--- src/rtl/bfha_pkg.sv ---
package bfha_pkg;

    localparam int HEAP_UNITS = 4096;
    localparam int UNIT_BYTES = 16;
    localparam int UNIT_SHIFT = $clog2(UNIT_BYTES);

    localparam int ADDR_W  = 12;   // unit index, next pointer
    localparam int SIZE_W  = 16;   // stored block size
    localparam int UNITS_W = 13;   // request size in units
    localparam int BRK_W   = 13;   // break pointer
    localparam int STEP_W  = 13;   // walk step counter
    localparam int BYTES_W = 16;
    localparam int CFG_W   = 12;
    localparam int SUM_W   = 17;   // address plus size, unwrapped

    localparam logic [STEP_W-1:0]  LAST_STEP        = STEP_W'(HEAP_UNITS);
    localparam logic [CFG_W-1:0]   MIN_GROWTH_RESET = CFG_W'(1024);
    localparam logic [BRK_W-1:0]   BRK_RESET        = BRK_W'(1);

    // register byte addresses
    localparam logic [1:0]         REG_MIN_GROWTH   = 2'd0;

    typedef enum logic [4:0] {
        S_IDLE,
        S_DISPATCH,
        S_G_START,
        S_G_FIRST,
        S_G_STEP,
        S_G_DECIDE,
        S_G_SPLIT1,
        S_G_SPLIT2,
        S_RW_START,
        S_RW_STEP,
        S_RC_BP,
        S_RC_N,
        S_RC_P,
        S_RC_CAP,
        S_RC_WBP,
        S_RC_WP,
        S_EMIT
    } t_state;

    typedef enum logic [4:0] {
        OP_NONE,
        OP_LOAD,
        OP_REL_FREE,
        OP_GROW,
        OP_SET_OOM,
        OP_G_START,
        OP_G_FIRST,
        OP_G_STEP,
        OP_G_EXACT,
        OP_G_SPLIT1,
        OP_G_SPLIT2,
        OP_RW_START,
        OP_RW_STEP,
        OP_RC_BP,
        OP_RC_N,
        OP_RC_P,
        OP_RC_CAP,
        OP_RC_WBP,
        OP_RC_WP,
        OP_EMIT
    } t_dp_op;

    typedef struct packed {
        t_dp_op op;
    } t_dp_cmd;

    typedef struct packed {
        logic kind;
        logic free_ok;
        logic placed;
        logic walk_limit;
        logic g_end;
        logic found;
        logic exact;
        logic grow_ok;
    } t_dp_status;

endpackage

--- src/rtl/bfha_ctrl.sv ---
module bfha_ctrl
    import bfha_pkg::*;
(
    input  logic       i_clk,
    input  logic       i_rst_n,
    input  logic       i_in_valid,
    output logic       o_in_stall,
    output logic       o_out_valid,
    input  logic       i_out_stall,
    input  t_dp_status i_status,
    output t_dp_cmd    o_cmd
);

    t_state r_state, n_state;
    logic   r_attempt, n_attempt;     // heap already grown for this request
    logic   r_after_grow, n_after_grow;
    logic   r_out_valid, n_out_valid;
    logic   emit;

    always_ff @(posedge i_clk) begin
        if (!i_rst_n) begin
            r_state      <= S_IDLE;
            r_attempt    <= 1'b0;
            r_after_grow <= 1'b0;
            r_out_valid  <= 1'b0;
        end else begin
            r_state      <= n_state;
            r_attempt    <= n_attempt;
            r_after_grow <= n_after_grow;
            r_out_valid  <= n_out_valid;
        end
    end

    always_comb begin
        n_state      = r_state;
        n_attempt    = r_attempt;
        n_after_grow = r_after_grow;
        o_cmd.op     = OP_NONE;
        emit         = 1'b0;

        case (r_state)
            S_IDLE: begin
                if (i_in_valid) begin
                    o_cmd.op = OP_LOAD;
                    n_state  = S_DISPATCH;
                end
            end
            S_DISPATCH: begin
                n_attempt    = 1'b0;
                n_after_grow = 1'b0;
                if (i_status.kind) begin
                    if (i_status.free_ok) begin
                        o_cmd.op = OP_REL_FREE;
                        n_state  = S_RW_START;
                    end else begin
                        n_state = S_EMIT;
                    end
                end else begin
                    n_state = S_G_START;
                end
            end
            S_G_START: begin
                o_cmd.op = OP_G_START;
                n_state  = S_G_FIRST;
            end
            S_G_FIRST: begin
                o_cmd.op = OP_G_FIRST;
                n_state  = S_G_STEP;
            end
            S_G_STEP: begin
                o_cmd.op = OP_G_STEP;
                if (i_status.g_end) begin
                    n_state = S_G_DECIDE;
                end
            end
            S_G_DECIDE: begin
                if (i_status.found) begin
                    if (i_status.exact) begin
                        o_cmd.op = OP_G_EXACT;
                        n_state  = S_EMIT;
                    end else begin
                        n_state = S_G_SPLIT1;
                    end
                end else if (!r_attempt && i_status.grow_ok) begin
                    o_cmd.op     = OP_GROW;
                    n_attempt    = 1'b1;
                    n_after_grow = 1'b1;
                    n_state      = S_RW_START;
                end else begin
                    o_cmd.op = OP_SET_OOM;
                    n_state  = S_EMIT;
                end
            end
            S_G_SPLIT1: begin
                o_cmd.op = OP_G_SPLIT1;
                n_state  = S_G_SPLIT2;
            end
            S_G_SPLIT2: begin
                o_cmd.op = OP_G_SPLIT2;
                n_state  = S_EMIT;
            end
            S_RW_START: begin
                o_cmd.op = OP_RW_START;
                n_state  = S_RW_STEP;
            end
            S_RW_STEP: begin
                o_cmd.op = OP_RW_STEP;
                if (i_status.placed) begin
                    n_state = S_RC_BP;
                end else if (i_status.walk_limit) begin
                    n_state = r_after_grow ? S_G_START : S_EMIT;
                end
            end
            S_RC_BP: begin
                o_cmd.op = OP_RC_BP;
                n_state  = S_RC_N;
            end
            S_RC_N: begin
                o_cmd.op = OP_RC_N;
                n_state  = S_RC_P;
            end
            S_RC_P: begin
                o_cmd.op = OP_RC_P;
                n_state  = S_RC_CAP;
            end
            S_RC_CAP: begin
                o_cmd.op = OP_RC_CAP;
                n_state  = S_RC_WBP;
            end
            S_RC_WBP: begin
                o_cmd.op = OP_RC_WBP;
                n_state  = S_RC_WP;
            end
            S_RC_WP: begin
                o_cmd.op = OP_RC_WP;
                n_state  = r_after_grow ? S_G_START : S_EMIT;
            end
            S_EMIT: begin
                if (!r_out_valid || !i_out_stall) begin
                    o_cmd.op = OP_EMIT;
                    emit     = 1'b1;
                    n_state  = S_IDLE;
                end
            end
            default: begin
                n_state = S_IDLE;
            end
        endcase
    end

    assign n_out_valid = emit || (r_out_valid && i_out_stall);
    assign o_in_stall  = (r_state != S_IDLE);
    assign o_out_valid = r_out_valid;

endmodule

--- config.mk ---
export PLATFORM = sky130hd
export DESIGN_NAME = bfha_ctrl
export DESIGN_NICKNAME = d
export VERILOG_FILES = /design/src/rtl/bfha_pkg.sv /design/src/rtl/bfha_ctrl.sv
export SDC_FILE = /design/constraint.sdc
export NUM_CORES = 1
export LEC_CHECK = 0
export BUFFER_PORTS_ARGS = -buffer_cell sky130_fd_sc_hd__buf_2
export CORE_MARGIN = 2
export CORE_UTILIZATION = 44
export CTS_CLUSTER_SIZE = 8
export DETAILED_ROUTE_END_ITERATION = 10
export HOLD_SLACK_MARGIN = 0.02
export PLACE_DENSITY_LB_ADDON = 0.25
export SETUP_SLACK_MARGIN = 0.4
export SLEW_MARGIN = 20
export SYNTH_ARGS = -nofsm -noshare
export SYNTH_HDL_FRONTEND = slang
export SYNTH_SLANG_ARGS = --single-unit
--- constraint.sdc ---
create_clock -name i_clk -period 1.3 [get_ports i_clk]
set_clock_uncertainty 0.15 [all_clocks]
set_input_delay 0.26 -clock i_clk [delete_from_list [all_inputs] [get_ports i_clk]]
set_output_delay 0.26 -clock i_clk [all_outputs]
set_load 0.01 [all_outputs]
==> results of run 1 <==
-- synthesized netlist by cell type (2+ instances only) --
master,n
a2111oi_2,2
a211oi_1,3
a21oi_1,7
a31oi_1,2
clkbuf_1,3
dfxtp_1,7
inv_1,3
nand2_1,8
nand2b_1,2
nand3_1,5
nand3b_1,3
nor2_1,6
nor2b_1,4
nor3_1,2
nor4_1,2
o21ai_0,6
o31ai_1,2
-- logic make-up after synthesis --
logic type             Yosys count  share of synthesized area, %
buffers and inverters            9                          6.11
AND/OR/NAND/NOR                 39                          34.3
multiplexers                     1                          1.58
AO/OA/AOI/OAI                   31                          35.9
flip-flops                       7                          22.1
-- stage by stage --
step / setup TNS [ps] / utilization, % / std cells / setup WS (ps)
3_5_place_dp: -2130 / 81.7 / 149 / -324
3_3_place_gp: -1890 / 81.7 / 149 / -290
2_1_floorplan: -669 / - / 87 / -135
==> results_dict.tcl, run 1 <==
set metrics [dict create \
    synth_warnings 0 \
    post-cts-setup-buffers 7 \
    htree_num_levels 1 \
    status "aborted with a tool error" \
    clockRootBuffer "clkbuf_4" \
    yosysTopAreaCell "dfxtp_1" \
    cts_buffer_depth 2 \
    tool.error "[ERROR DPL-0038] Utilization greater than 100%, impossible to legalize" \
    dpl_cell_area_mm2 0.00108 \
    gp_congestion 0.953 \
    synth_fp_nets 99 \
    avgSynthCellArea_um2 7.29 \
    io_buffer_count 18 \
    ys.flop_type "dfxtp_1" \
    initial_core_util_pct 48.1 \
    placementRows 13 \
    synth_area_um2 634 \
    ios 19 \
    cts_resized 38 \
    synthCells 87 \
    numCtsBuffers 3 \
    clock-sinks 7 \
    synth_edf_count 0 \
    yosysSeqAreaShare_pct 22.1 \
    stop_stage "clock tree synthesis (4_1_cts)" \
    holdBufCountCts 0 \
    synth-seq-cells 7 \
    dp_hpwl_mm 1.88 \
    synth_area_leaders "dfxtp_1, a21oi_1, o21ai_0" \
    synth_top_cell_area_share_pct 22.1 \
    die_x_um 42.0 \
    yosysUniqueCellTypes 37 \
    synthArstFlopShare_pct 0 \
    dieHeight_um 42.0 \
]
==> run 2, diff against run 1 <==
CORE_AREA = 2 2 63 65   (was unset)
CORE_MARGIN = unset   (was 2)
CORE_UTILIZATION = unset   (was 44)
CTS_CLUSTER_SIZE = unset   (was 8)
DIE_AREA = 0 0 65 67   (was unset)
HOLD_SLACK_MARGIN = unset   (was 0.02)
PLACE_DENSITY_LB_ADDON = 0.15   (was 0.25)
SETUP_SLACK_MARGIN = unset   (was 0.4)
clock period = 1.7 ns   (was 1.3 ns; I/O delays follow)
==> run 2 against run 1 <==
Effect of this change: synthesized area is the same; synthesized cell count is the same; the flow now finishes, with violations (negative setup slack).
==> results_dict.tcl, run 2 <==
set metrics [dict create \
    rsz0062_at_grt "true" \
    cp.required_ps 1210 \
    routed_via_density 4.71 \
    die_x_um 65 \
    n_antenna_cell 0 \
    timing.rr.end "r_state[4]" \
    drc 0 \
    worst_pin_slew_ps 317 \
    synth_warnings 0 \
    crit_path_cell_trace "nor3b_4 > nor2b_4 > nand2_2 > o311ai_2 > buf_2" \
    top_register "r_state" \
    wl_per_cell_um 14.0 \
    setup_ws_ps -203 \
    fillCellCount 393 \
    cap_violations 0 \
    vias 871 \
    htree_num_levels 1 \
    holdBufCountCts 0 \
    cp.arrival_ps 1410 \
    yosysTopAreaCell "dfxtp_1" \
    max_freq_mhz 525 \
    synth_area_leaders "dfxtp_1, a21oi_1, o21ai_0" \
    yosysUniqueCellTypes 37 \
    ant_nets 0 \
    ios 19 \
    cts_tree "yes" \
    yosysMostFrequentCell "nand2_1" \
    final_common_cell "buf_4" \
    slowest_stage "dfxtp_4" \
    overflow 0 \
    cp_num_buf_inv 1 \
    grt_pass1_wl_mm 4.03 \
    cp-endpoint "o_cmd[1]" \
    violations "negative setup slack" \
    hold_path.class "input pin to flip-flop" \
    cts_buffer_depth 2 \
    grtUsageTotal_pct 12.6 \
    pre_cts_ws_ps -71.4 \
    synthArstFlopShare_pct 0 \
    grt_max_degree 14 \
    dpl_cell_area_um2 933 \
    synth_top_cell_area_share_pct 22.1 \
    numCtsBuffers 3 \
    crit_fanout 4 \
    fin_crit_sh_pct 112 \
    synth_top_cells_by_count "nand2_1, a21oi_1, dfxtp_1, nor2_1, o21ai_0" \
    yosysSeqAreaShare_pct 22.1 \
    finalHoldViolCount 0 \
    drive_gt1_share_pct 58.4 \
    path_depth 5 \
    synth_area_um2 634 \
    dp_hpwl_mm 1.82 \
    r2r-start "r_state[1]" \
    avgSynthCellArea_um2 7.29 \
    largest_register_ffs 5 \
    fin_tns_setup_ps -707 \
    initial_core_util_pct 17.6 \
    power_density_mw_per_mm2 588 \
    synthCells 87 \
    ff2ff_path_depth 6 \
    setup_viol_count_final 6 \
    startpoint "r_state[1]" \
    clk_pin_slew_ps 40 \
    cpPeakStageDelay_ps 350 \
    drt_iter0_drc 51 \
    max_slew_margin_pct 78.7 \
    final_nets 150 \
    antenna_found_initial 0 \
    status "complete, but fails checks" \
    crit_path_end_kind "output pin" \
    fin_hold_ws_ps 294 \
    critPathTopFamily "simple AND/OR/NAND/NOR gates" \
    io_buffer_count 18 \
    mostFrequentLayoutCells "buf_4, buf_2, nand2_1, buf_6, a21oi_1" \
    crit_type "flip-flop to output pin" \
    layout_min_cycle_time_ps 1900 \
    clk_latency_ps 230 \
    placementRows 22 \
    synth_edf_count 0 \
    dieArea_mm2 0.00436 \
    wl_mm 2.60 \
    synth_fp_nets 99 \
    report.final.slew_viol_count 0 \
    clock-sinks 7 \
    synth-seq-cells 7 \
    ir_drop_v 0.000191 \
    r2r_setup_slack_ps -90 \
    final_util_pct 33.9 \
    area_growth_pct 92.5 \
    gp_congestion 0.774 \
    drt-pass1-iter-count 4 \
    clockRootBuffer "clkbuf_8" \
    dieHeight_um 67 \
    grt_pass1_vias 846 \
    fin_area_mm2 0.00122 \
    startpoint_type "flip-flop" \
    core_area_mm2 0.00361 \
    ys.flop_type "dfxtp_1" \
    p_leak_nw 0.511 \
]
run 2: cell families after synthesis:
| family | count (synthesis) | share of synthesized area [%] |
|---|---|---|
| buffers and inverters | 9 | 6.11 |
| muxes | 1 | 1.58 |
| DFF | 7 | 22.1 |
| AOI/OAI and AO/OA | 31 | 35.9 |
| and+or+nand+nor | 39 | 34.3 |
run 2: metal layers:
layer / up-vias / global-route usage, % / wire length [µm]
met5: - / 0 / 0
met3: 6 / 4.05 / 197
li1: 432 / - / -
met2: 29 / 20.0 / 1210
met1: 404 / 15.7 / 1140
met4: 0 / 5.32 / 51
run 2: worst min-delay path: stages:
cell and delay, ps:
buf_2 100, nor4b_2 50, nand3_1 70, a21oi_1 60
run 2: worst min-delay path by stage:
stage / cells after the start / start / endpoint / slack (ps)
2_1_floorplan: 2 / i_rst_n / r_state[0] / 360
3_3_place_gp: 3 / o_out_valid / o_out_valid / 460
3_5_place_dp: 3 / o_out_valid / o_out_valid / 470
4_1_cts: 3 / i_rst_n / r_state[2] / 300
5_1_grt: 3 / i_rst_n / r_state[2] / 320
6_report: 4 / i_status[4] / r_state[0] / 290
run 2: through the flow:
stage                     power (W)  instances
after global routing       0.000762        185
after CTS                  0.000685        178
after floorplan            0.000293         87
after detailed placement   0.000394        171
after global placement     0.000397        171
final                      0.000718        185
run 2: power breakdown:
| part | switching, W | leakage, nW | internal (W) |
|---|---|---|---|
| clock | 0.0000813 | 0.0228 | 0.000163 |
| sequential | 0.00000929 | 0.0600 | 0.000171 |
| combinational | 0.000142 | 0.428 | 0.000151 |
| total | 0.000233 | 0.511 | 0.000486 |
run 2: area by class of cell:
class / instances / area (µm²) / area share, %
multi-input cells: 71 / 573 / 46.9
repair buffers: 51 / 372 / 30.4
flip-flops and latches: 7 / 154 / 12.6
well taps: 48 / 60.1 / 4.92
clock buffers: 4 / 45.0 / 3.69
inverters: 4 / 17.5 / 1.43
run 2: timing repair:
| item | CTS | global route |
|---|---|---|
| endpoints found under the setup margin | 7 | 8 |
| setup buffers | 3 | 7 |
| pin swaps | 9 | 15 |
| endpoints found under the hold margin | 0 | 0 |
| gates resized for setup | 31 | 12 |
Note: power is estimated with default switching activity, not from simulation.
